$ cat config.mk
export PLATFORM = sky130hd
export DESIGN_NAME = hid_descriptor_report_size_scanner
export DESIGN_NICKNAME = d
export VERILOG_FILES = /design/src/hw/rtl/hdrs_pkg.sv /design/src/hw/rtl/hid_descriptor_report_size_scanner.sv /design/src/hw/rtl/hdrs_item_parser.sv /design/src/hw/rtl/hdrs_size_tracker.sv
export SDC_FILE = /design/constraint.sdc
export NUM_CORES = 2
export LEC_CHECK = 0
export BUFFER_PORTS_ARGS = -buffer_cell sky130_fd_sc_hd__buf_2
export CAP_MARGIN = 10
export CORE_ASPECT_RATIO = 1.1
export CORE_MARGIN = 3
export CORE_UTILIZATION = 55
export CTS_CLUSTER_DIAMETER = 40
export DETAILED_ROUTE_END_ITERATION = 12
export HOLD_SLACK_MARGIN = 0.12
export PLACE_DENSITY = 0.73
export SKIP_CTS_REPAIR_TIMING = 1
export SYNTH_ARGS = -nofsm -noshare
export SYNTH_HDL_FRONTEND = slang
export SYNTH_SLANG_ARGS = --single-unit
export TNS_END_PERCENT = 5
$ cat constraint.sdc
create_clock -name clk -period 11.8 [get_ports clk]
set_input_delay 1.18 -clock clk [delete_from_list [all_inputs] [get_ports clk]]
set_output_delay 1.18 -clock clk [all_outputs]
set_load 0.1 [all_outputs]
$ cat src/hw/rtl/hdrs_pkg.sv
package hdrs_pkg;

    // register indexes of the configuration port
    localparam int CFG_INDEX_W = 2;
    localparam logic [CFG_INDEX_W-1:0] CFG_WANTED_ID   = 2'd0;
    localparam logic [CFG_INDEX_W-1:0] CFG_WANTED_KIND = 2'd1;
    localparam int CFG_DATA_W = 16;

    // item types
    localparam logic [1:0] TYPE_MAIN   = 2'd0;
    localparam logic [1:0] TYPE_GLOBAL = 2'd1;

    // tags of interest
    localparam logic [7:0] TAG_INPUT       = 8'd8;
    localparam logic [7:0] TAG_OUTPUT      = 8'd9;
    localparam logic [7:0] TAG_FEATURE     = 8'd11;
    localparam logic [7:0] TAG_REPORT_SIZE = 8'd7;
    localparam logic [7:0] TAG_REPORT_ID   = 8'd8;
    localparam logic [7:0] TAG_REPORT_CNT  = 8'd9;
    localparam logic [7:0] TAG_SIGNED_LO   = 8'd1;
    localparam logic [7:0] TAG_SIGNED_HI   = 8'd4;

    // report kinds
    localparam logic [1:0] KIND_INPUT   = 2'd0;
    localparam logic [1:0] KIND_OUTPUT  = 2'd1;
    localparam logic [1:0] KIND_FEATURE = 2'd2;

    // header byte that opens a long item
    localparam logic [7:0] LONG_HEADER = 8'hfe;
    localparam logic [7:0] LONG_MAX_LEN = 8'd4;

    localparam logic [31:0] UNDEF_ID = 32'd65535;
    localparam logic [15:0] BYTES_MAX = 16'hffff;

    typedef enum logic [1:0] {
        PH_HEADER,
        PH_LONG_LEN,
        PH_LONG_TAG,
        PH_DATA
    } phase_t;

    typedef struct packed {
        logic [7:0] desc_byte;
        logic       last_byte;
    } in_item_t;

    typedef struct packed {
        logic               item_valid;
        logic [1:0]         hdr_type;
        logic [7:0]         hdr_tag;
        logic [2:0]         item_length;
        logic signed [31:0] data_value;
        logic               scan_done;
        logic               descriptor_ok;
        logic [15:0]        report_bytes;
    } out_item_t;

    // one parsed byte, from the parser to the size tracker
    typedef struct packed {
        logic        done;
        logic [1:0]  hdr_type;
        logic [7:0]  hdr_tag;
        logic [2:0]  item_length;
        logic [31:0] data_value;
        logic        bad_len;
        logic        open_item;
    } parse_t;

    typedef struct packed {
        logic        ok;
        logic [15:0] bytes;
    } scan_t;

    // data length of a short item from its size code
    function automatic logic [2:0] short_len(input logic [1:0] code);
        logic [2:0] len;
        unique case (code)
            2'd0: len = 3'd0;
            2'd1: len = 3'd1;
            2'd2: len = 3'd2;
            2'd3: len = 3'd4;
        endcase
        return len;
    endfunction

endpackage

$ cat src/hw/rtl/hid_descriptor_report_size_scanner.sv
// channel   direction  handshake             payload
// in        input      in_valid / in_ready   in_data (desc_byte, last_byte)
// out       output     out_valid / out_ready out_data (item and scan fields)
// cfg       input      cfg_valid / cfg_ready cfg_index, cfg_data
//
// one descriptor byte is taken per cycle while in_ready is high; its result is in the
// output register the cycle after, so bytes may follow back to back.
// the tracker's multiplier updates the size-times-count product in the same
// cycle as the global item, so a main item right after it sees the new value.
// reset returns to the start of a descriptor with no id; cfg_ready is always high.
// in_ready drops only while a result is held and out_ready is low.
module hid_descriptor_report_size_scanner (
    input  logic                                  clk,
    input  logic                                  rst_n,
    input  logic                                  in_valid,
    output logic                                  in_ready,
    input  hdrs_pkg::in_item_t                    in_data,
    output logic                                  out_valid,
    input  logic                                  out_ready,
    output hdrs_pkg::out_item_t                   out_data,
    input  logic                                  cfg_valid,
    output logic                                  cfg_ready,
    input  logic [hdrs_pkg::CFG_INDEX_W-1:0]      cfg_index,
    input  logic [hdrs_pkg::CFG_DATA_W-1:0]       cfg_data
);

    logic [15:0]         wanted_id_reg;
    logic [1:0]          wanted_kind_reg;
    logic                out_valid_reg;
    hdrs_pkg::out_item_t out_data_reg, out_data_next;
    logic                accept;
    logic                stopped;
    hdrs_pkg::parse_t    parse;
    hdrs_pkg::scan_t     scan;

    assign cfg_ready = 1'b1;
    assign in_ready  = ~out_valid_reg | out_ready;
    assign accept    = in_valid & in_ready;
    assign out_valid = out_valid_reg;
    assign out_data  = out_data_reg;

    // configuration registers
    always_ff @(posedge clk or negedge rst_n)
    begin
        if (!rst_n)
        begin
            wanted_id_reg   <= 16'hffff;
            wanted_kind_reg <= hdrs_pkg::KIND_INPUT;
        end
        else if (cfg_valid)
        begin
            if (cfg_index == hdrs_pkg::CFG_WANTED_ID)
                wanted_id_reg <= cfg_data;
            else if (cfg_index == hdrs_pkg::CFG_WANTED_KIND)
                wanted_kind_reg <= cfg_data[1:0];
        end
    end

    hdrs_item_parser u_parser (
        .clk     (clk),
        .rst_n   (rst_n),
        .accept  (accept),
        .hold    (stopped),
        .in_item (in_data),
        .parse   (parse)
    );

    hdrs_size_tracker u_tracker (
        .clk         (clk),
        .rst_n       (rst_n),
        .accept      (accept),
        .last        (in_data.last_byte),
        .parse       (parse),
        .wanted_id   (wanted_id_reg),
        .wanted_kind (wanted_kind_reg),
        .stopped     (stopped),
        .scan        (scan)
    );

    // result assembly
    always_comb
    begin
        out_data_next = '0;
        if (parse.done)
        begin
            out_data_next.item_valid  = 1'b1;
            out_data_next.hdr_type    = parse.hdr_type;
            out_data_next.hdr_tag     = parse.hdr_tag;
            out_data_next.item_length = parse.item_length;
            out_data_next.data_value  = parse.data_value;
        end
        if (in_data.last_byte)
        begin
            out_data_next.scan_done = 1'b1;
            if (scan.ok)
            begin
                out_data_next.descriptor_ok = 1'b1;
                out_data_next.report_bytes  = scan.bytes;
            end
        end
    end

    // output register
    always_ff @(posedge clk or negedge rst_n)
    begin
        if (!rst_n)
        begin
            out_valid_reg <= 1'b0;
        end
        else if (accept)
        begin
            out_valid_reg <= parse.done | in_data.last_byte;
        end
        else if (out_ready)
        begin
            out_valid_reg <= 1'b0;
        end
    end

    always_ff @(posedge clk)
    begin
        if (accept)
        begin
            out_data_reg <= out_data_next;
        end
    end

endmodule

$ cat src/hw/rtl/hdrs_item_parser.sv
module hdrs_item_parser (
    input  logic                 clk,
    input  logic                 rst_n,
    input  logic                 accept,
    input  logic                 hold,
    input  hdrs_pkg::in_item_t   in_item,
    output hdrs_pkg::parse_t     parse
);

    hdrs_pkg::phase_t phase_reg, phase_next;
    logic [1:0]  type_reg, type_next;
    logic [7:0]  tag_reg, tag_next;
    logic [2:0]  len_reg, len_next;
    logic [2:0]  left_reg, left_next;
    logic [31:0] acc_reg, acc_next;
    logic        done;
    logic        bad;
    logic [7:0]  b;
    logic [2:0]  pos;
    logic [31:0] val;

    assign b = in_item.desc_byte;
    assign pos = len_reg - left_reg;

    // decode one byte against the current phase
    always_comb
    begin
        phase_next = phase_reg;
        type_next  = type_reg;
        tag_next   = tag_reg;
        len_next   = len_reg;
        left_next  = left_reg;
        acc_next   = acc_reg;
        done       = 1'b0;
        bad        = 1'b0;
        unique case (phase_reg)
            hdrs_pkg::PH_HEADER:
            begin
                type_next = b[3:2];
                tag_next  = {4'd0, b[7:4]};
                len_next  = hdrs_pkg::short_len(b[1:0]);
                acc_next  = '0;
                if (b == hdrs_pkg::LONG_HEADER)
                begin
                    phase_next = hdrs_pkg::PH_LONG_LEN;
                end
                else if (len_next == 3'd0)
                begin
                    done = 1'b1;
                end
                else
                begin
                    left_next  = len_next;
                    phase_next = hdrs_pkg::PH_DATA;
                end
            end
            hdrs_pkg::PH_LONG_LEN:
            begin
                if (b > hdrs_pkg::LONG_MAX_LEN)
                begin
                    bad        = 1'b1;
                    phase_next = hdrs_pkg::PH_HEADER;
                end
                else
                begin
                    len_next   = b[2:0];
                    phase_next = hdrs_pkg::PH_LONG_TAG;
                end
            end
            hdrs_pkg::PH_LONG_TAG:
            begin
                tag_next = b;
                if (len_reg == 3'd0)
                begin
                    done = 1'b1;
                end
                else
                begin
                    left_next  = len_reg;
                    phase_next = hdrs_pkg::PH_DATA;
                end
            end
            hdrs_pkg::PH_DATA:
            begin
                acc_next  = acc_reg | ({24'd0, b} << {pos[1:0], 3'b000});
                left_next = left_reg - 3'd1;
                if (left_next == 3'd0)
                begin
                    done = 1'b1;
                end
            end
        endcase
        if (done)
        begin
            phase_next = hdrs_pkg::PH_HEADER;
        end
    end

    // sign extension of short global data
    always_comb
    begin
        val = acc_next;
        if (type_next == hdrs_pkg::TYPE_GLOBAL && tag_next >= hdrs_pkg::TAG_SIGNED_LO
            && tag_next <= hdrs_pkg::TAG_SIGNED_HI)
        begin
            unique case (len_next)
                3'd1:    val = {{24{acc_next[7]}}, acc_next[7:0]};
                3'd2:    val = {{16{acc_next[15]}}, acc_next[15:0]};
                3'd3:    val = {{8{acc_next[23]}}, acc_next[23:0]};
                default: val = acc_next;
            endcase
        end
    end

    // a stopped scan consumes bytes without decoding
    always_comb
    begin
        parse.done        = done & ~hold;
        parse.hdr_type    = type_next;
        parse.hdr_tag     = tag_next;
        parse.item_length = len_next;
        parse.data_value  = val;
        parse.bad_len     = bad & ~hold;
        parse.open_item   = ~hold && (phase_next != hdrs_pkg::PH_HEADER);
    end

    // phase register
    always_ff @(posedge clk or negedge rst_n)
    begin
        if (!rst_n)
        begin
            phase_reg <= hdrs_pkg::PH_HEADER;
        end
        else if (accept)
        begin
            if (in_item.last_byte)
            begin
                phase_reg <= hdrs_pkg::PH_HEADER;
            end
            else if (!hold)
            begin
                phase_reg <= phase_next;
            end
        end
    end

    // item registers
    always_ff @(posedge clk or negedge rst_n)
    begin
        if (!rst_n)
        begin
            type_reg <= '0;
            tag_reg  <= '0;
            len_reg  <= '0;
            left_reg <= '0;
            acc_reg  <= '0;
        end
        else if (accept)
        begin
            if (in_item.last_byte)
            begin
                type_reg <= '0;
                tag_reg  <= '0;
                len_reg  <= '0;
                left_reg <= '0;
                acc_reg  <= '0;
            end
            else if (!hold)
            begin
                type_reg <= type_next;
                tag_reg  <= tag_next;
                len_reg  <= len_next;
                left_reg <= left_next;
                acc_reg  <= acc_next;
            end
        end
    end

endmodule

$ cat src/hw/rtl/hdrs_size_tracker.sv
module hdrs_size_tracker (
    input  logic              clk,
    input  logic              rst_n,
    input  logic              accept,
    input  logic              last,
    input  hdrs_pkg::parse_t  parse,
    input  logic [15:0]       wanted_id,
    input  logic [1:0]        wanted_kind,
    output logic              stopped,
    output hdrs_pkg::scan_t   scan
);

    logic [31:0] id_reg, id_next;
    logic [31:0] size_reg, size_next;
    logic [31:0] count_reg, count_next;
    logic [63:0] product_reg;
    logic [31:0] total_reg, total_next;
    logic        stopped_reg, stopped_next;
    logic        malformed_reg, malformed_next;
    logic [31:0] wanted32;
    logic        add_en;
    logic        kind_match;
    logic [64:0] sum;
    logic        total_nz;
    logic [15:0] bytes_up;

    assign wanted32 = {16'd0, wanted_id};

    // report kind of the finished main item
    always_comb
    begin
        kind_match = (parse.hdr_tag == hdrs_pkg::TAG_INPUT && wanted_kind == hdrs_pkg::KIND_INPUT)
            || (parse.hdr_tag == hdrs_pkg::TAG_OUTPUT && wanted_kind == hdrs_pkg::KIND_OUTPUT)
            || (parse.hdr_tag == hdrs_pkg::TAG_FEATURE
                && wanted_kind == hdrs_pkg::KIND_FEATURE);
    end

    // global tracking and bit accumulation
    always_comb
    begin
        id_next    = id_reg;
        size_next  = size_reg;
        count_next = count_reg;
        add_en     = 1'b0;
        if (parse.done)
        begin
            if (parse.hdr_type == hdrs_pkg::TYPE_GLOBAL)
            begin
                priority if (parse.hdr_tag == hdrs_pkg::TAG_REPORT_ID)
                    id_next = parse.data_value;
                else if (parse.hdr_tag == hdrs_pkg::TAG_REPORT_CNT)
                    count_next = parse.data_value;
                else if (parse.hdr_tag == hdrs_pkg::TAG_REPORT_SIZE)
                    size_next = parse.data_value;
                else
                    id_next = id_reg;
            end
            else if (parse.hdr_type == hdrs_pkg::TYPE_MAIN && id_reg == wanted32)
            begin
                add_en = kind_match;
            end
        end
        sum = {33'd0, total_reg} + {1'b0, product_reg};
        if (add_en)
            total_next = (sum[64:32] != 33'd0) ? 32'hffff_ffff : sum[31:0];
        else
            total_next = total_reg;
        total_nz = (total_reg != 32'd0) || (add_en && product_reg != 64'd0);
        stopped_next = stopped_reg | parse.bad_len
            | (parse.done & total_nz & (id_next != wanted32));
        malformed_next = malformed_reg | parse.bad_len | (last & parse.open_item);
    end

    // byte count, rounded up and saturated
    always_comb
    begin
        bytes_up = total_next[18:3] + {15'd0, (total_next[2:0] != 3'd0)};
        scan.ok = ~malformed_next;
        if (total_next[31:19] != 13'd0
            || (total_next[18:3] == hdrs_pkg::BYTES_MAX && total_next[2:0] != 3'd0))
            scan.bytes = hdrs_pkg::BYTES_MAX;
        else
            scan.bytes = bytes_up;
    end

    assign stopped = stopped_reg;

    // tracker registers; product is registered together with count and size
    always_ff @(posedge clk or negedge rst_n)
    begin
        if (!rst_n)
        begin
            id_reg        <= hdrs_pkg::UNDEF_ID;
            size_reg      <= '0;
            count_reg     <= '0;
            product_reg   <= '0;
            total_reg     <= '0;
            stopped_reg   <= 1'b0;
            malformed_reg <= 1'b0;
        end
        else if (accept)
        begin
            if (last)
            begin
                id_reg        <= hdrs_pkg::UNDEF_ID;
                size_reg      <= '0;
                count_reg     <= '0;
                product_reg   <= '0;
                total_reg     <= '0;
                stopped_reg   <= 1'b0;
                malformed_reg <= 1'b0;
            end
            else
            begin
                id_reg        <= id_next;
                size_reg      <= size_next;
                count_reg     <= count_next;
                product_reg   <= count_next * size_next;
                total_reg     <= total_next;
                stopped_reg   <= stopped_next;
                malformed_reg <= malformed_next;
            end
        end
    end

endmodule

[Yosys cells after proc, flatten, opt, wreduce, memory -nomap -nowiden]
Index checks and enable logic that the tools add are counted.
Operators by class
  multipliers: 1
  eq/ne operators: 25
  reduce and logical (&&, ||, !) cells: 34
  $add $sub $neg: 4
  $lt $le $gt $ge: 3
  divide/modulo/power cells: 0
  mux-type cells: 68
  shift-type cells: 1
  bitwise logic cells: 17
Operators with widths (number)
  32-bit 2-to-1 mux: 21
  32-bit case mux with 3 select lines: 1
  32-bit by 64-bit adder with 65-bit output: 1
  32-bit by 32-bit multiplier with 64-bit output: 1
  64-bit 2-to-1 mux: 1
  32-bit case mux with 2 select lines: 1
  64-bit nonzero test: 1
  46-bit 2-to-1 mux: 1
  33-bit nonzero test: 1
  32-bit by 16-bit == test with 1-bit output: 1
  32-bit by 16-bit inequality test with 1-bit output: 1
  32-bit bitwise OR: 1
  32-bit nonzero test: 1
  8-bit by 5-bit << shifter with 32-bit output: 1
  3-bit 2-to-1 mux: 9
  8-bit by 4-bit == test with 1-bit output, second input constant: 3
  2-bit 2-to-1 mux: 10
  18-bit 2-to-1 mux: 1
  17-bit 2-to-1 mux: 1
  16-bit by 1-bit adder with 16-bit output: 1
  16-bit == test, second input constant: 1
  16-bit 2-to-1 mux: 1
  8-bit 2-to-1 mux: 2
  8-bit case mux with 2 select lines: 1
  other kinds (34): 89
Word-level totals
  memory bits (writable): 0
  word-level logic and storage cells: 177
  input port bits: 32
  memory bits (read-only): 0
  memories kept: 0
  latch bits: 0
  register bits: 327

[Logic depth before layout (Yosys ltp)]
  depth after elaboration: 16
  gate-level depth with buffers: 46
  depth with buffers taken out: 42

[Modules after synthesis]
Synthesis repeated with hierarchy kept, for this count alone.
Unflattened totals
  cell total of the unflattened synthesis: 5639
  area, all modules: 51406.8 µm²
By module, submodules not included
  hdrs_size_tracker: area an instance 45192.1 µm², sequential area each 4874.7 µm², times used 1, cells an instance 5104
  hid_descriptor_report_size_scanner: area an instance 3108.0 µm², sequential area each 2417.3 µm², times used 1, cells an instance 179
  hdrs_item_parser: area an instance 3106.7 µm², sequential area each 1251.2 µm², times used 1, cells an instance 356

[Worst setup path before layout]
No wires, ideal clock.
  path kind: input port to flip-flop
  start point: input in_data[8] (netlist name)
  end point: register u_tracker.product_reg[57]
  setup time: 0.230 ns
  data arrival time: 11.750 ns
  stages: 40
  required time: 11.570 ns
  buffers on the path: 3
  path slack: -0.180 ns
  cell sequence: or4_1 -> nor3_1 -> mux2_2 -> a221o_1 -> and2_1 -> o21ai_0 -> nand2_1 -> nor2_1 -> nor3_1 -> clkbuf_1 -> or2_2 -> o21ai_0 -> clkbuf_1 -> nand2_1 -> fa_1 -> inv_1 -> fa_1 -> inv_1 -> [... 4 more ...] -> fa_1 -> fa_1 -> fa_1 -> ha_1 -> clkbuf_1 -> and4_1 -> and2_1 -> inv_1 -> or4b_2 -> o211ai_1 -> o211ai_1 -> o21ai_0 -> a31oi_1 -> a21oi_1 -> a21oi_1 -> o21ai_0 -> xnor2_1 -> o22ai_1
On the way
  word-level cells in the longest chain between the ends: 13
RTL lines
  start: declaration: RTL line hid_descriptor_report_size_scanner.sv:17  | input hdrs_pkg::in_item_t in_data,
  8-bit by 3-bit > comparator with 1-bit output: RTL line hdrs_item_parser.sv:59  | if (b > hdrs_pkg::LONG_MAX_LEN)
  3-bit 2-to-1 mux: RTL line hdrs_item_parser.sv:59
  3-bit case mux with 2 select lines: RTL line hdrs_item_parser.sv:36  | unique case (phase_reg)
  3-bit by 2-bit == test with 1-bit output or 3-bit by 1-bit == test with 1-bit output (tied branches): RTL line hdrs_item_parser.sv:106  | unique case (len_next)
  32-bit case mux with 3 select lines: RTL line hdrs_item_parser.sv:106
  32-bit 2-to-1 mux: RTL line hdrs_item_parser.sv:103  | if (type_next == hdrs_pkg::TYPE_GLOBAL && tag_next >= hdrs_pkg::TAG_SIGNED_LO
  32-bit 2-to-1 mux: RTL line hdrs_size_tracker.sv:53  | else if (parse.hdr_tag == hdrs_pkg::TAG_REPORT_SIZE)
  32-bit 2-to-1 mux: RTL line hdrs_size_tracker.sv:51  | else if (parse.hdr_tag == hdrs_pkg::TAG_REPORT_CNT)
  32-bit 2-to-1 mux: RTL line hdrs_size_tracker.sv:49  | priority if (parse.hdr_tag == hdrs_pkg::TAG_REPORT_ID)
  32-bit 2-to-1 mux: RTL line hdrs_size_tracker.sv:47  | if (parse.hdr_type == hdrs_pkg::TYPE_GLOBAL)
  32-bit 2-to-1 mux: RTL line hdrs_size_tracker.sv:45  | if (parse.done)
  32-bit by 32-bit multiplier with 64-bit output *: RTL line hdrs_size_tracker.sv:118  | product_reg <= count_next * size_next;
  64-bit 2-to-1 mux *: RTL line hdrs_size_tracker.sv:103  | if (last)
  end signal: assignment: RTL line hdrs_size_tracker.sv:118
  end: declaration: RTL line hdrs_size_tracker.sv:16  | logic [63:0] product_reg;
Mark *: on every way between the ends. The rest lies on a longest branch, timed or not.
A chain may end at the register's enable or synchronous reset.

[Final worst setup path]
  start point: input in_data[8] (netlist name)
  end point: register u_tracker.product_reg[61]
Same word-level chain as after synthesis.

==> summary by stage <==
Clock tree
The clock sink total is 327. The maximum count of clock buffers along a single path is 3. TritonCTS built the clock tree. The number of clock buffers added by TritonCTS is 54.

The number of levels the H-tree was split into is 2. The clock latency on the worst-skew pair is 0.65 ns. The tree is rooted in a sky130_fd_sc_hd__clkbuf_16. After clock tree synthesis, the clock-pin slew on the worst setup and hold paths is 0.06 ns.

Worst setup path
The cell with the most instances on the worst path is sky130_fd_sc_hd__fa_1. STA puts the critical path data required time at 12.28 ns. STA classifies the critical path startpoint as an input port.

The number of logic stages on the critical path including buffering is 41. For flop-to-flop paths, the worst setup slack is 0.62 ns. The data arrival time of the worst path is 11.87 ns.

The sum of buffers and inverters on the critical path is 8. The worst register-to-register path begins at u_parser.phase_reg[0]$_DFFE_PN0P_. The maximum cell stage delay along the critical path is 0.62 ns. The start-to-end type of the worst setup path is in -> reg.

The endpoint identified for the worst register-to-register timing path is u_tracker.product_reg[61]$_DFFE_PN0P_. Among all stages on the critical path, the largest delay is contributed by sky130_fd_sc_hd__or4_1. The family with the most delay on the worst path is adder cells. The maximum fanout count along the critical path is 5. The worst setup path is captured at a flip-flop. The number of cell instances on the worst register-to-register path is 42.

Placed design
The congestion estimate from routability-driven global placement came to 1.010. The post-DP HPWL is 142.4 mm. In this run the tool buffered the top-level ports with 97 buffer cells. OpenSTA, run right after detailed placement, puts the worst setup slack at -0.3705 ns.

Timing
Counting I/O delays and the setup requirement, the final critical path takes 11.39 ns. Of the available clock period, the critical path in the final layout requires 96.53%. The sum of negative setup slack is 0 ns. The final number of hold-violating endpoints was 0. Across the routed clock network, the largest skew measured is 0.06126 ns. Setup slack on the critical path of the routed design comes to 0.4098 ns. Setup repair after global routing could not meet its margin everywhere. Setup violations remaining at the end of the flow were counted as 0. The achievable clock frequency is 87.79 MHz.

The final max-slew violation count was 0. The transition at the pin with the smallest max-transition slack is 1.175 ns. The worst pin sits at a relative slew slack of 21.30%.

Detailed routing
After detailed routing, the number of vias per cell comes to 5.939. For this block, the via count after detailed routing is 43,770. In the routed design, unresolved DRC markers number 0.

The final routed wire length divided by cell count is 23.52 um. The total length of routed wires is 173.3 mm. Before antenna repair, the detailed router went through 7 iterations. The count of nets left with antenna violations after detail routing is 0.

The detailed router finished its first iteration with 4,136 violations.

GRT
The global-route usage over all layers is 37.01%. The initial antenna violation count is 5. Entering global routing, the biggest net connects 79 pins. Summed over all layers, the global routing overflow is 0. The first-pass GRT wire length is 266.3 mm. The via count of the first global-routing pass is 45,179.

Pwr
The power after layout is 3.933 mW. For this design the ratio of total power to cell area is 68.17 mW/mm^2. The worst voltage drop across the vdd grid is 0.0001181 V. In this run the static leakage power is 27.68 nW.

Hold path
Along the worst hold path, the cell count comes to 2. The worst hold path terminates at u_tracker.id_reg[25]$_DFFE_PN0P_. The path class of the tightest hold or removal check is reg -> reg. In this run the most critical hold path is launched from u_tracker.id_reg[25]$_DFFE_PN0P_.

Synth
By count the netlist is led by sky130_fd_sc_hd__inv_1, sky130_fd_sc_hd__fa_1, sky130_fd_sc_hd__nor2_1. The library cell with the largest summed area after synthesis is sky130_fd_sc_hd__fa_1. Ranked by total cell area, the synthesized netlist is headed by sky130_fd_sc_hd__fa_1, sky130_fd_sc_hd__dfrtp_1, sky130_fd_sc_hd__ha_1.

In this run the cell area of the synthesized design comes to 0.05056 mm^2. In the synthesized netlist the async set-or-reset flop fraction comes to 80.43%. The number of standard cells after synthesis is 5,796.

The number of nets handed over by synthesis was 7,030. In the synthesized netlist the dominant register cell turns out to be sky130_fd_sc_hd__dfrtp_1. The sequential area share after synthesis is 16.90%.

The count of cell types in the netlist is 95. Of the post-synthesis cell area, the dominant cell type holds 35.52%. Yosys printed 0 warnings. A synthesized cell averages 8.723 um^2. The cell with the most instances after synthesis is sky130_fd_sc_hd__inv_1.

In this run, synthesis produced a sequential element count of 327. The synthesized design contains 64 enable-type register cells.

Layout
At the end of the flow, the number of nets in the layout was 7,376. The fraction of the core area covered by cells at the end of the flow is 63.40%. Summing all flip-flop and latch instances after layout gives 0.008543 mm^2. Fill cells in the final layout number 7,747.

The fraction of layout cells with a size suffix above 1 is 13.88%. The area added between synthesis and finish is 14.11%. Summing all multi-input logic gate instances after layout gives 0.03751 mm^2.

Floorplanning
The region available for standard cell placement spans 0.09100 mm^2. The die extent in y is 324.0 um. The floorplan step defined a die boundary enclosing 0.09561 mm^2.

The row count is 116. The number of primary I/O pins is 99. The starting utilization of the core area is 55.56%. The die is 295.1 um wide.

Job
The number of max-capacitance violations reported is 0.

Status
The flow ran to the end, and the final reports show no timing, DRC or antenna violations.
cells in the final DEF, fill, tap and decap left out, types with 17 or more instances in the layout:
master                      netlist  final
sky130_fd_sc_hd__nor2b_1         22     22
sky130_fd_sc_hd__and2_1          17     17
sky130_fd_sc_hd__buf_4            3    469
sky130_fd_sc_hd__nor2_1         805    804
sky130_fd_sc_hd__nand2b_1        21     20
sky130_fd_sc_hd__a31oi_1         18     18
sky130_fd_sc_hd__and3_1          19     19
sky130_fd_sc_hd__mux2_2          26     26
sky130_fd_sc_hd__inv_1          908    906
sky130_fd_sc_hd__buf_12           0     41
sky130_fd_sc_hd__or2_2           37     37
sky130_fd_sc_hd__nor4_1          33     33
sky130_fd_sc_hd__clkbuf_16        0     54
sky130_fd_sc_hd__dfstp_2         32     32
sky130_fd_sc_hd__o31ai_1         19     19
sky130_fd_sc_hd__buf_2           15     96
sky130_fd_sc_hd__a21o_1          49     49
sky130_fd_sc_hd__xnor2_1         73     73
sky130_fd_sc_hd__or3_1           21     21
sky130_fd_sc_hd__ha_1           305    305
sky130_fd_sc_hd__edfxtp_1        64     64
sky130_fd_sc_hd__fa_1           897    897
sky130_fd_sc_hd__o21ai_1         48     52
sky130_fd_sc_hd__o211ai_1        21     21
sky130_fd_sc_hd__nor3_1          36     35
sky130_fd_sc_hd__dfrtp_1        231    231
sky130_fd_sc_hd__a22o_1          32     32
sky130_fd_sc_hd__nand3_1         39     38
sky130_fd_sc_hd__o21a_1         105    102
sky130_fd_sc_hd__a21oi_1        237    234
sky130_fd_sc_hd__nand2_1        795    793
sky130_fd_sc_hd__xor2_1          61     61
sky130_fd_sc_hd__nand4_1         56     56
sky130_fd_sc_hd__o21ai_0        239    223
worst max path at each step:
stage	from	end
2_1_floorplan	in_data[8]	u_tracker.product_reg[57]$_DFFE_PN0P_
5_1_grt	in_data[8]	u_tracker.product_reg[61]$_DFFE_PN0P_
3_3_place_gp	in_data[8]	u_tracker.product_reg[61]$_DFFE_PN0P_
4_1_cts	in_data[8]	u_tracker.product_reg[61]$_DFFE_PN0P_
3_5_place_dp	in_data[8]	u_tracker.product_reg[61]$_DFFE_PN0P_
6_report	in_data[8]	u_tracker.product_reg[61]$_DFFE_PN0P_
logic make-up (layout without fill, tap and decap cells):
logic type | after synthesis | after routing | synth area share, %
simple gates | 1955 | 1955 | 16.39
xor+xnor | 134 | 134 | 2.321
mux | 33 | 33 | 0.7176
compound gates | 918 | 918 | 11.42
other cells | 1 | 3 | 0.007417
flops | 327 | 327 | 16.90
buf+inv | 1226 | 1618 | 9.191
fa+ha+maj | 1202 | 1202 | 43.06
worst register-to-register path: cells and delay by family, from the launching register on:
kind	cells	cell delay, ns
flops	1	0.44
xor+xnor	1	0.18
fa+ha+maj	10	4.98
buf+inv	7	0.79
simple gates	10	1.77
compound gates	14	2.87
report_power, final:
group / internal, mW / switching [mW]
combinational: 0.268 / 0.728
clock: 0.944 / 0.686
sequential: 1.25 / 0.0617
total: 2.46 / 1.48
routing by layer:
layer  part of all wire, %  track usage (%)
met1                    37            47.76
met2                    46            58.65
met3                   9.3            6.361
met4                   7.4            22.82
met5                     0                0
final cells by class:
type / count / area share (%)
Antenna cell: 2 / 0.008674
Clock buffer: 60 / 2.416
Clock inverter: 42 / 0.8826
Inverter: 908 / 5.918
Multi-Input combinational cell: 4243 / 65.01
Sequential cell: 327 / 14.81
Tap cell: 1180 / 2.559
Timing Repair Buffer: 608 / 8.403
through the flow:
stage / hold WS (ns) / cells / cell area, um^2
after floorplan: 0.4497 / 5796 / 50570
final: 0.4800 / 7370 / 57700
after CTS: 0.4823 / 7368 / 57650
after global routing: 0.4952 / 7368 / 57690
after global placement: 0.4610 / 7266 / 55750
after detailed placement: 0.4699 / 7266 / 55750
Power figures use the tool's default switching activity.
